**config.mk**
```make
export PLATFORM = sky130hd
export DESIGN_NAME = json_string_unescape_utf8
export DESIGN_NICKNAME = d
export VERILOG_FILES = /design/src/design/jsu_pkg.sv /design/src/design/json_string_unescape_utf8.sv
export SDC_FILE = /design/constraint.sdc
export NUM_CORES = 1
export LEC_CHECK = 0
export CORE_UTILIZATION = 55
export CTS_CLUSTER_DIAMETER = 50
export DETAILED_ROUTE_END_ITERATION = 16
export DONT_BUFFER_PORTS = 1
export PLACE_DENSITY = 0.79
export SETUP_SLACK_MARGIN = 0.3
export SLEW_MARGIN = 5
export SYNTH_ARGS = -nofsm -noshare
export SYNTH_HDL_FRONTEND = slang
export SYNTH_SLANG_ARGS = --single-unit
export TNS_END_PERCENT = 30
```
**constraint.sdc**
```tcl
create_clock -name clk -period 4.3 [get_ports clk]
set_input_delay 0.215 -clock clk [delete_from_list [all_inputs] [get_ports clk]]
set_output_delay 0.215 -clock clk [all_outputs]
set_load 0.01 [all_outputs]
```
**src/design/jsu_pkg.sv**
```systemverilog
`timescale 1ns / 1ps
// Shared types, codes and helpers for the JSON string unescape / UTF-8 decoder.
package jsu_pkg;

  // Decoder modes
  typedef enum logic [2:0] {
    MODE_PLAIN = 3'd0,
    MODE_ESC   = 3'd1,
    MODE_HEX   = 3'd2,
    MODE_UTF   = 3'd3,
    MODE_IDLE  = 3'd4
  } mode_t;

  // Error codes reported on the result channel
  typedef enum logic [3:0] {
    ERR_NONE       = 4'd0,
    ERR_NUL        = 4'd1,
    ERR_BAD_LEN    = 4'd2,
    ERR_STRAY_CONT = 4'd3,
    ERR_TOO_BIG    = 4'd4,
    ERR_BAD_CONT   = 4'd5,
    ERR_OVERLONG   = 4'd6,
    ERR_NUL_ESC    = 4'd7,
    ERR_BAD_ESC    = 4'd8,
    ERR_NUL_HEX    = 4'd9,
    ERR_BAD_HEX    = 4'd10
  } err_t;

  localparam int CP_W = 21;

  localparam logic [CP_W-1:0] CP_MIN_2B  = 21'h000080;
  localparam logic [CP_W-1:0] CP_MIN_3B  = 21'h000800;
  localparam logic [CP_W-1:0] CP_MIN_4B  = 21'h010000;
  localparam logic [CP_W-1:0] CP_MAX     = 21'h10FFFF;
  localparam logic [CP_W-1:0] SURR_BASE  = 21'h010000;

  localparam logic [15:0] SURR_MASK = 16'hFC00;
  localparam logic [15:0] SURR_HIGH = 16'hD800;
  localparam logic [15:0] SURR_LOW  = 16'hDC00;

  // Special bytes
  localparam logic [7:0] CH_NUL   = 8'h00;
  localparam logic [7:0] CH_QUOTE = 8'h22;
  localparam logic [7:0] CH_SLASH = 8'h2F;
  localparam logic [7:0] CH_BSL   = 8'h5C;
  localparam logic [7:0] CH_B     = 8'h62;
  localparam logic [7:0] CH_F     = 8'h66;
  localparam logic [7:0] CH_N     = 8'h6E;
  localparam logic [7:0] CH_R     = 8'h72;
  localparam logic [7:0] CH_T     = 8'h74;
  localparam logic [7:0] CH_U     = 8'h75;

  // Hex digit decode: bit 4 set when the byte is a hex digit
  function automatic logic [4:0] hex_digit(input logic [7:0] b);
    logic [4:0] r;
    r = 5'd0;
    if (b inside {[8'h30:8'h39]}) begin
      r = {1'b1, 4'(b - 8'h30)};
    end else if (b inside {[8'h61:8'h66]}) begin
      r = {1'b1, 4'(b - 8'h57)};
    end else if (b inside {[8'h41:8'h46]}) begin
      r = {1'b1, 4'(b - 8'h37)};
    end
    return r;
  endfunction

endpackage

```
**src/design/json_string_unescape_utf8.sv**
```systemverilog
`timescale 1ns / 1ps
// JSON string body decoder: UTF-8 sequences and escapes to Unicode code points.
//
// Takes one string body byte per request and returns at most one result per
// byte. Throughput is one byte per clock: the whole decode of a byte is a
// single pass from the decoder state registers into the result register, and
// a new byte is taken whenever the result register is empty or being drained.
// The result of an accepted byte is registered and valid in the cycle after it. Bytes that only
// advance a sequence (backslash, the u after a backslash, UTF-8 lead and middle bytes, the first three
// hex digits) give no result. A closing quote gives a result with
// out_string_done set; a fault gives a result with a nonzero out_error_code.
// After either, bytes are swallowed until one arrives with in_string_start set.
module json_string_unescape_utf8 (
  input  logic                      clk,
  input  logic                      rst_n,
  input  logic                      in_valid,
  output logic                      in_ready,
  input  logic [7:0]                in_byte,
  input  logic                      in_string_start,
  output logic                      out_valid,
  input  logic                      out_ready,
  output logic [jsu_pkg::CP_W-1:0]  out_code_point,
  output logic                      out_replace_last,
  output logic                      out_string_done,
  output logic [3:0]                out_error_code
);
  import jsu_pkg::*;

  // Decoder state
  mode_t            mode_r,   mode_nxt;
  logic [1:0]       cont_r,   cont_nxt;
  logic [1:0]       seq_r,    seq_nxt;
  logic [CP_W-1:0]  acc_r,    acc_nxt;
  logic [1:0]       hcnt_r,   hcnt_nxt;
  logic [15:0]      hacc_r,   hacc_nxt;
  logic [9:0]       hsb_r,    hsb_nxt;
  logic             adj_r,    adj_nxt;

  // Result register
  logic             out_valid_r;
  logic [CP_W-1:0]  cp_r;
  logic             rep_r;
  logic             done_r;
  err_t             err_r;

  // Result of the current byte
  logic             res_valid;
  logic [CP_W-1:0]  res_cp;
  logic             res_rep;
  logic             res_done;
  err_t             res_err;

  // State as seen by this byte (string start clears it first)
  mode_t            e_mode;
  logic [1:0]       e_cont;
  logic [1:0]       e_seq;
  logic [CP_W-1:0]  e_acc;
  logic [1:0]       e_hcnt;
  logic [15:0]      e_hacc;
  logic [9:0]       e_hsb;
  logic             e_adj;

  logic             in_fire;
  logic [4:0]       hv;
  logic [CP_W-1:0]  acc_shift;
  logic [1:0]       cont_dec;
  logic [15:0]      hex_shift;
  logic             is_low_surr;
  logic             is_high_surr;
  err_t             utf_chk;

  assign in_ready = !out_valid_r || out_ready;
  assign in_fire  = in_valid && in_ready;

  assign e_mode = in_string_start ? MODE_PLAIN : mode_r;
  assign e_cont = in_string_start ? 2'd0 : cont_r;
  assign e_seq  = in_string_start ? 2'd0 : seq_r;
  assign e_acc  = in_string_start ? '0 : acc_r;
  assign e_hcnt = in_string_start ? 2'd0 : hcnt_r;
  assign e_hacc = in_string_start ? 16'd0 : hacc_r;
  assign e_hsb  = in_string_start ? 10'd0 : hsb_r;
  assign e_adj  = in_string_start ? 1'b0 : adj_r;

  // Shared datapath pieces
  assign hv           = hex_digit(in_byte);
  assign acc_shift    = {e_acc[CP_W-7:0], in_byte[5:0]};
  assign cont_dec     = e_cont - 2'd1;
  assign hex_shift    = {e_hacc[11:0], hv[3:0]};
  assign is_low_surr  = (hex_shift & SURR_MASK) == SURR_LOW;
  assign is_high_surr = (hex_shift & SURR_MASK) == SURR_HIGH;

  // Range check of a completed UTF-8 sequence
  always_comb begin
    utf_chk = ERR_NONE;
    if (e_seq == 2'd1 && acc_shift < CP_MIN_2B) begin
      utf_chk = ERR_OVERLONG;
    end else if (e_seq == 2'd2 && acc_shift < CP_MIN_3B) begin
      utf_chk = ERR_OVERLONG;
    end else if (e_seq == 2'd3) begin
      if (acc_shift < CP_MIN_4B) begin
        utf_chk = ERR_OVERLONG;
      end else if (acc_shift > CP_MAX) begin
        utf_chk = ERR_TOO_BIG;
      end
    end
  end

  // Next decoder state
  always_comb begin
    mode_nxt = e_mode;
    cont_nxt = e_cont;
    seq_nxt  = e_seq;
    acc_nxt  = e_acc;
    hcnt_nxt = e_hcnt;
    hacc_nxt = e_hacc;
    hsb_nxt  = e_hsb;
    adj_nxt  = e_adj;
    case (e_mode)
      MODE_PLAIN: begin
        if (in_byte == CH_NUL || in_byte == CH_QUOTE) begin
          mode_nxt = MODE_IDLE;
        end else if (in_byte == CH_BSL) begin
          mode_nxt = MODE_ESC;
        end else if (in_byte < 8'h80) begin
          adj_nxt = 1'b0;
        end else if (in_byte < 8'hC0) begin
          mode_nxt = MODE_IDLE;
        end else if (in_byte < 8'hE0) begin
          seq_nxt  = 2'd1;
          cont_nxt = 2'd1;
          acc_nxt  = CP_W'(in_byte & 8'h1F);
          mode_nxt = MODE_UTF;
        end else if (in_byte < 8'hF0) begin
          seq_nxt  = 2'd2;
          cont_nxt = 2'd2;
          acc_nxt  = CP_W'(in_byte & 8'h0F);
          mode_nxt = MODE_UTF;
        end else if (in_byte < 8'hF5) begin
          seq_nxt  = 2'd3;
          cont_nxt = 2'd3;
          acc_nxt  = CP_W'(in_byte & 8'h07);
          mode_nxt = MODE_UTF;
        end else begin
          mode_nxt = MODE_IDLE;
        end
      end
      MODE_UTF: begin
        if (in_byte[7:6] != 2'b10) begin
          mode_nxt = MODE_IDLE;
        end else begin
          acc_nxt  = acc_shift;
          cont_nxt = cont_dec;
          if (cont_dec == 2'd0) begin
            if (utf_chk != ERR_NONE) begin
              mode_nxt = MODE_IDLE;
            end else begin
              mode_nxt = MODE_PLAIN;
              adj_nxt  = 1'b0;
            end
          end
        end
      end
      MODE_ESC: begin
        mode_nxt = MODE_PLAIN;
        case (in_byte)
          CH_BSL, CH_QUOTE, CH_SLASH, CH_B, CH_F, CH_N, CH_R, CH_T: begin
            adj_nxt = 1'b0;
          end
          CH_U: begin
            mode_nxt = MODE_HEX;
            hcnt_nxt = 2'd0;
          end
          default: begin
            mode_nxt = MODE_IDLE;
          end
        endcase
      end
      MODE_HEX: begin
        if (!hv[4]) begin
          mode_nxt = MODE_IDLE;
        end else begin
          hacc_nxt = hex_shift;
          if (e_hcnt != 2'd3) begin
            hcnt_nxt = e_hcnt + 2'd1;
          end else begin
            hcnt_nxt = 2'd0;
            mode_nxt = MODE_PLAIN;
            if (is_low_surr && e_adj) begin
              adj_nxt = 1'b0;
            end else if (is_high_surr) begin
              hsb_nxt = hex_shift[9:0];
              adj_nxt = 1'b1;
            end else begin
              adj_nxt = 1'b0;
            end
          end
        end
      end
      default: begin
        mode_nxt = e_mode;
      end
    endcase
  end

  // Result of the current byte
  always_comb begin
    res_valid = 1'b0;
    res_cp    = '0;
    res_rep   = 1'b0;
    res_done  = 1'b0;
    res_err   = ERR_NONE;
    case (e_mode)
      MODE_PLAIN: begin
        if (in_byte == CH_NUL) begin
          res_valid = 1'b1;
          res_err   = ERR_NUL;
        end else if (in_byte == CH_QUOTE) begin
          res_valid = 1'b1;
          res_done  = 1'b1;
        end else if (in_byte == CH_BSL) begin
          res_valid = 1'b0;
        end else if (in_byte < 8'h80) begin
          res_valid = 1'b1;
          res_cp    = CP_W'(in_byte);
        end else if (in_byte < 8'hC0) begin
          res_valid = 1'b1;
          res_err   = ERR_STRAY_CONT;
        end else if (in_byte < 8'hF5) begin
          res_valid = 1'b0;
        end else if (in_byte < 8'hF8) begin
          res_valid = 1'b1;
          res_err   = ERR_TOO_BIG;
        end else begin
          res_valid = 1'b1;
          res_err   = ERR_BAD_LEN;
        end
      end
      MODE_UTF: begin
        if (in_byte[7:6] != 2'b10) begin
          res_valid = 1'b1;
          res_err   = ERR_BAD_CONT;
        end else if (cont_dec == 2'd0) begin
          res_valid = 1'b1;
          res_err   = utf_chk;
          res_cp    = (utf_chk == ERR_NONE) ? acc_shift : '0;
        end
      end
      MODE_ESC: begin
        res_valid = 1'b1;
        case (in_byte)
          CH_BSL, CH_QUOTE, CH_SLASH: res_cp = CP_W'(in_byte);
          CH_B:    res_cp = CP_W'(8'h08);
          CH_F:    res_cp = CP_W'(8'h0C);
          CH_N:    res_cp = CP_W'(8'h0A);
          CH_R:    res_cp = CP_W'(8'h0D);
          CH_T:    res_cp = CP_W'(8'h09);
          CH_U:    res_valid = 1'b0;
          CH_NUL:  res_err = ERR_NUL_ESC;
          default: res_err = ERR_BAD_ESC;
        endcase
      end
      MODE_HEX: begin
        if (in_byte == CH_NUL) begin
          res_valid = 1'b1;
          res_err   = ERR_NUL_HEX;
        end else if (!hv[4]) begin
          res_valid = 1'b1;
          res_err   = ERR_BAD_HEX;
        end else if (e_hcnt == 2'd3) begin
          res_valid = 1'b1;
          if (is_low_surr && e_adj) begin
            res_cp  = {1'b0, e_hsb, hex_shift[9:0]} + SURR_BASE;
            res_rep = 1'b1;
          end else begin
            res_cp  = CP_W'(hex_shift);
          end
        end
      end
      default: begin
        res_valid = 1'b0;
      end
    endcase
  end

  // Advance decoder state on each accepted request
  always_ff @(posedge clk) begin
    if (!rst_n) begin
      mode_r <= MODE_PLAIN;
      cont_r <= 2'd0;
      seq_r  <= 2'd0;
      acc_r  <= '0;
      hcnt_r <= 2'd0;
      hacc_r <= 16'd0;
      hsb_r  <= 10'd0;
      adj_r  <= 1'b0;
    end else if (in_fire) begin
      mode_r <= mode_nxt;
      cont_r <= cont_nxt;
      seq_r  <= seq_nxt;
      acc_r  <= acc_nxt;
      hcnt_r <= hcnt_nxt;
      hacc_r <= hacc_nxt;
      hsb_r  <= hsb_nxt;
      adj_r  <= adj_nxt;
    end
  end

  // Hold the result until the consumer takes it
  always_ff @(posedge clk) begin
    if (!rst_n) begin
      out_valid_r <= 1'b0;
    end else if (in_fire) begin
      out_valid_r <= res_valid;
    end else if (out_ready) begin
      out_valid_r <= 1'b0;
    end
  end

  always_ff @(posedge clk) begin
    if (in_fire && res_valid) begin
      cp_r   <= res_cp;
      rep_r  <= res_rep;
      done_r <= res_done;
      err_r  <= res_err;
    end
  end

  assign out_valid        = out_valid_r;
  assign out_code_point   = cp_r;
  assign out_replace_last = rep_r;
  assign out_string_done  = done_r;
  assign out_error_code   = err_r;

  // A done or error result carries no code point
  a_done_clean: assert property (@(posedge clk) disable iff (!rst_n)
    out_valid && (out_string_done || out_error_code != ERR_NONE)
      |-> out_code_point == '0 && !out_replace_last)
    else $error("done/error result carries payload");

  // A surrogate pair combines into the supplementary range
  a_pair_range: assert property (@(posedge clk) disable iff (!rst_n)
    out_valid && out_replace_last
      |-> out_code_point >= CP_MIN_4B && out_code_point <= CP_MAX)
    else $error("combined surrogate out of range");

  // A fault or closing quote parks the decoder
  a_park: assert property (@(posedge clk) disable iff (!rst_n)
    in_fire && res_valid && (res_done || res_err != ERR_NONE) |=> mode_r == MODE_IDLE)
    else $error("decoder not idle after end of string");

  // No new request while a result is stalled
  a_stall: assert property (@(posedge clk) disable iff (!rst_n)
    out_valid && !out_ready |-> !in_ready)
    else $error("request taken while result stalled");

  // Idle mode never produces a result
  a_idle_quiet: assert property (@(posedge clk) disable iff (!rst_n)
    in_fire && mode_r == MODE_IDLE && !in_string_start |=> !out_valid)
    else $error("result produced in idle mode");

endmodule

```
* Yosys cells after proc, flatten, opt, wreduce, memory -nomap -nowiden
Cells that the tools add are included.
** Word-level totals
- Bits in registers :: 85
- Input bits :: 13
- Logic and storage cells :: 203
- Output and inout port bits :: 29
** Cells by class
- Multiplexer cells :: 122
- Reductions and logical operators :: 22
- Add/sub/neg operators :: 6
- Bitwise gates (word level) :: 4
- Magnitude comparators :: 16
- Equality and inequality tests :: 20
** Operators by type and width (count)
- 21-bit 2-to-1 mux :: 16
- 21-bit case mux with 4 select lines :: 1
- 3-bit 2-to-1 mux :: 25
- 10-bit 2-to-1 mux :: 6
- 8-bit by 7-bit equality test with 1-bit output (second input constant) :: 7
- 8-bit < comparator (second input constant) :: 6
- 16-bit 2-to-1 mux :: 3
- 8-bit case mux with 6 select lines :: 1
- 2-bit 2-to-1 mux :: 22
- 21-bit case mux with 2 select lines :: 1
- 8-bit 2-to-1 mux :: 4
- 1-bit 2-to-1 mux :: 28
- 20-bit by 17-bit adder with 21-bit output (second input constant) :: 1
- 21-bit greater-than comparator (second input constant) :: 1
- 21-bit by 12-bit < comparator with 1-bit output (second input constant) :: 1
- 21-bit by 17-bit < comparator with 1-bit output (second input constant) :: 1
- 21-bit by 8-bit < comparator with 1-bit output (second input constant) :: 1
- 8-bit by 6-bit equality test with 1-bit output (second input constant) :: 2
- 8-bit by 7-bit greater-or-equal comparator with 1-bit output (second input constant) :: 2
- 8-bit by 7-bit <= comparator with 1-bit output (second input constant) :: 2
- 4-bit 2-to-1 mux :: 4
- 4-bit case mux with 4 select lines :: 1
- 5-bit 2-to-1 mux :: 3
- 6-bit equality test (second input constant) :: 2
- 31 further kinds :: 49

* Logic depth before layout (Yosys ltp)
- Word-level depth :: 12
- Depth in mapped cells :: 11
- Depth with buffers taken out :: 9

* Worst setup path before layout
No wires, ideal clock.
- Path kind :: input-to-reg
- Start point :: input in_byte[3]
- End point :: register cp_r[0] (netlist: out_code_point[0]) (enable)
- Arrival time :: 2.178 ns
- Stages :: 8
- Data required time :: 3.925 ns
- Buffers on the path :: 2
- Slack :: 1.747 ns
- Setup time :: 0.375 ns
- Path through :: buf_6 or3b_4 or4_4 buf_6 nand2_1 a2bb2oi_1 o31ai_1 inv_1
** Between the ends
- Cells in the longest elaborated chain, start to end :: 9
- Elaborated cells on any way between the ends :: 30
- Classes of those cells :: 9 x order compare; 3 x eq/ne; 13 x mux; 5 x reduce/logical
** RTL lines
- from (decl) :: RTL line json_string_unescape_utf8.sv:18 : input logic [7:0] in_byte,
- 8-bit < comparator, or another cell as far along :: RTL line json_string_unescape_utf8.sv:228 : end else if (in_byte < 8'hF5) begin
- 1-bit 2-to-1 mux / 1-bit logical AND (equally long branches) :: RTL line json_string_unescape_utf8.sv:228, jsu_pkg.sv:61
- 1-bit 2-to-1 mux / 5-bit 2-to-1 mux (equally long branches) :: RTL line json_string_unescape_utf8.sv:225, jsu_pkg.sv:61
- 1-bit 2-to-1 mux / 5-bit 2-to-1 mux (equally long branches) :: RTL line json_string_unescape_utf8.sv:222, jsu_pkg.sv:59
- 1-bit 2-to-1 mux / 5-bit 2-to-1 mux (equally long branches) :: RTL line json_string_unescape_utf8.sv:220, jsu_pkg.sv:57
- 1-bit 2-to-1 mux (on tied branches) :: RTL line json_string_unescape_utf8.sv:217, json_string_unescape_utf8.sv:266
- 1-bit 2-to-1 mux (on tied branches) :: RTL line json_string_unescape_utf8.sv:214, json_string_unescape_utf8.sv:263
- 1-bit case mux with 4 select lines (*) :: RTL line json_string_unescape_utf8.sv:212 : case (e_mode)
- 1-bit logical AND (*) :: RTL line json_string_unescape_utf8.sv:320 : if (in_fire && res_valid) begin
- to (signal assigned) :: RTL line json_string_unescape_utf8.sv:321 : cp_r <= res_cp;
- to (decl) :: RTL line json_string_unescape_utf8.sv:41 : logic [CP_W-1:0] cp_r;
Mark *: on every way between the ends. The rest lies on a longest branch, timed or not.
A chain may end at the register's enable or synchronous reset.

* Worst setup path in the final report
- Start point :: register mode_r[1]
- End point :: register cp_r[14] (netlist: out_code_point[14]) (enable)
** Between the ends
- Cells in the longest elaborated chain, start to end :: 4
- Elaborated cells on any way between the ends :: 7
- Classes of those cells :: 3 x eq/ne; 2 x mux; 2 x reduce/logical
** RTL lines
- from (decl) :: RTL line json_string_unescape_utf8.sv:30 : mode_t mode_r, mode_nxt;
- from (signal assigned) :: RTL line json_string_unescape_utf8.sv:297 : mode_r <= mode_nxt;
- 3-bit 2-to-1 mux (*) :: RTL line json_string_unescape_utf8.sv:75 : assign e_mode = in_string_start ? MODE_PLAIN : mode_r;
- 3-bit by 2-bit equality test with 1-bit output, or another cell as far along :: RTL line json_string_unescape_utf8.sv:212
- 1-bit case mux with 4 select lines (*) :: RTL line json_string_unescape_utf8.sv:212
- 1-bit logical AND (*) :: RTL line json_string_unescape_utf8.sv:320
Marks and branches as above.

==> impl_metrics.ini <==
[clock_tree]
insertion_delay_ps = 370
cts_inserted_buffers = 9
root_buffer = clkbuf_8
cts_tree = done
htree_levels = 3
cts.reportedPaths.clkPinSlew_ps = 90
clock_sinks = 75
clock_path_buffers = 2
cts.repair.resized = 0

[global_routing]
grt_pass1_vias = 3665
antenna_found_initial = 0
grt.total_usage = 0.326
grt_pass1_wl_um = 19500
grt_max_degree = 32
grt_overflow = 0

[pwr]
p_leak_uw = 0.00154
worst_ir_drop_vdd_v = 0.000167
power.density_nw_per_um2 = 351
total_power_uw = 1570

[layout]
seq_area_um2 = 1770
area_growth_pct = 6.14
fin_nets = 489
layout_commonest_cell = nor2_1
fillCellCount = 620
layout-drive-gt1-share = 0.0759
fin_cells = 573
finalCoreUtilization = 0.611
multi_input_area_um2 = 2260
mostFrequentLayoutCells = 54 x nor2_1, 48 x dfxtp_1, 39 x nand2_1
diodes = 0

[run_status]
status = complete, no violations

[critical_path]
rrSetupSlack_ps = 1580
reg2reg_depth = 7
r2r_start = mode_r[1]
cp.required_ps = 4290
path_class = flop to flop
timing.rr.end = out_code_point[14]
cp_data_arrival_time_ps = 2710
end_kind = flop
crit_start = mode_r[1]
crit_fanout = 27
cp-start-kind = flop

[detailed_routing]
route.antenna.remaining_nets = 0
dr_total_vias = 3970
route.met3.wl_um = 1200
drtIter0Drc = 481
highest-signal-layer = met4
met1_length_um = 5250
drt-wirelength-per-cell_um = 21.3
dr.pass1.iters = 8
postRouteWirelength_um = 12200
wl_met2_um = 5470
drc = 0
vias_per_cell = 6.93

[synth]
synth_compound_area_frac = 0.274
async_flop_share = 0
synthMuxAreaShare = 0.00978
synth_simple_gate_area_frac = 0.230
yosys-top-cells-area = dfxtp_1 23%, edfxtp_1 19%, nor2_1 4.8%
synth_xor_area_frac = 0.00207
syn_area_per_cell_um2 = 8.74
syn_inst = 483
ys_ff_latch = 75
synth.net_count = 503
synth_top_area_share = 0.228
syn_area_um2 = 4220
synth.largest_area_cell = dfxtp_1
synth_top_family_by_area = compound AO/OA/AOI/OAI gates
synth-seq-area-share = 0.420
synth-main-ff-cell = dfxtp_1
synth-edff-count = 27
yosysWarnings = 0
synth_fa_ha_area_frac = 0.0207
synthDistinctLibCells = 69

[die]
rows = 31
die_area_um2 = 8030
fp.dieW_um = 89.6
initial_core_util = 0.576
die_h_um = 89.6
io_pins = 42
coreArea_um2 = 7330

[timing]
whs_ps = 9.93
period_share = 0.633
finalClockSkew_ps = 10.8
finalHoldViolations = 0
max_freq_mhz = 367
min_period_ps = 2720
rsz0062_at_grt = false
maxSlewViolCount = 0
final.setup.tns_ps = 0
finalSetupViolations = 0
maxSlewHeadroom = 0.189
tightest_slew_ps = 1210

[job]
maxCapViolCount = 0

[placed_design]
dp_cells = 555
port_buffers = 0
gp_congestion = 0.942
dp_hpwl_um = 8760

[hold_path]
whs_endpoint = hsb_r[3]
min_from = rst_n
hp-class = input pin to flop
min_path_cells = 2
[Yosys cell counts, types with 3 or more instances]
library cell	n
nand3_1	21
or2_2	3
a31oi_1	6
a21o_1	4
a31o_2	3
inv_1	14
a311oi_1	3
nand3b_1	5
buf_2	4
a2111oi_0	3
and3_1	4
nor3_1	4
nand2b_1	7
and4_1	3
a211oi_1	4
o21ai_0	36
nand4_1	5
a21oi_1	25
nor2_1	54
dfxtp_1	48
clkbuf_1	22
edfxtp_1	27
nor3b_1	6
o22ai_1	8
a22o_1	13
ha_1	7
and2_1	6
mux2i_1	3
nor2b_1	15
a32oi_1	6
nand2_1	39
nor4_1	5
a22oi_1	22
[critical path, cell delays in order, from the launching register on]
cell       delay, ps
dfxtp_1          400
nor3_1           240
nor2_1            60
buf_4            180
a311oi_1         360
a2bb2oi_1        210
o31ai_1          110
inv_1            760
[worst max path at each step]
stage                               to  slack (ps)  cells past startpoint
floorplan            out_code_point[0]        1750                      8
global placement    out_code_point[20]        1590                      8
detailed placement  out_code_point[13]        1470                      8
CTS                  out_code_point[9]        1540                      7
global route        out_code_point[11]        1260                      5
finish              out_code_point[14]        1580                      7
[repair_timing]
item | CTS | global route
hold buffers | 2 | 0
buffers inserted | 0 | 0
hold endpoints to repair | 7 | 0
[layout make-up]
cell class,count,share of cell area
Clock buffer,10,0.0332
Timing Repair Buffer,5,0.00949
Tap cell,99,0.0276
Sequential cell,75,0.395
Multi-Input combinational cell,364,0.505
Clock inverter,6,0.0170
Inverter,14,0.0117
[routing by layer]
metal  global-route usage  vias up
li1                     -     1805
met1                0.447     1885
met2                0.498      240
met3               0.0731       40
met4                0.127        0
met5                    0        -
[metrics by stage]
stage	cell area [um2]	worst slack, ps
2_1_floorplan	4220	1750
3_3_place_gp	4240	1590
3_5_place_dp	4240	1470
4_1_cts	4480	1540
5_1_grt	4480	1260
6_report	4480	1580
[state kept, by name (all words and copies together), names as in the netlist, 2 cells and up]
signal,flops
out_code_point,21
hcnt_r,2
acc_r,15
cont_r,2
seq_r,2
mode_r,3
hsb_r,10
out_error_code,4
hacc_r,12
[kinds of logic after synthesis]
| group | after synthesis |
|---|---|
| AO/OA/AOI/OAI | 163 |
| XOR/XNOR | 1 |
| adder cells (fa/ha/maj) | 7 |
| AND/OR/NAND/NOR | 189 |
| buffers and inverters | 44 |
| flip-flops | 75 |
| multiplexers | 4 |
[report_power, final]
group	switching [uW]	total, uW	internal (uW)
clock network	301	615	315
registers	29.1	800	771
logic	105	156	50.7
Note: power is estimated with default switching activity, not from simulation.
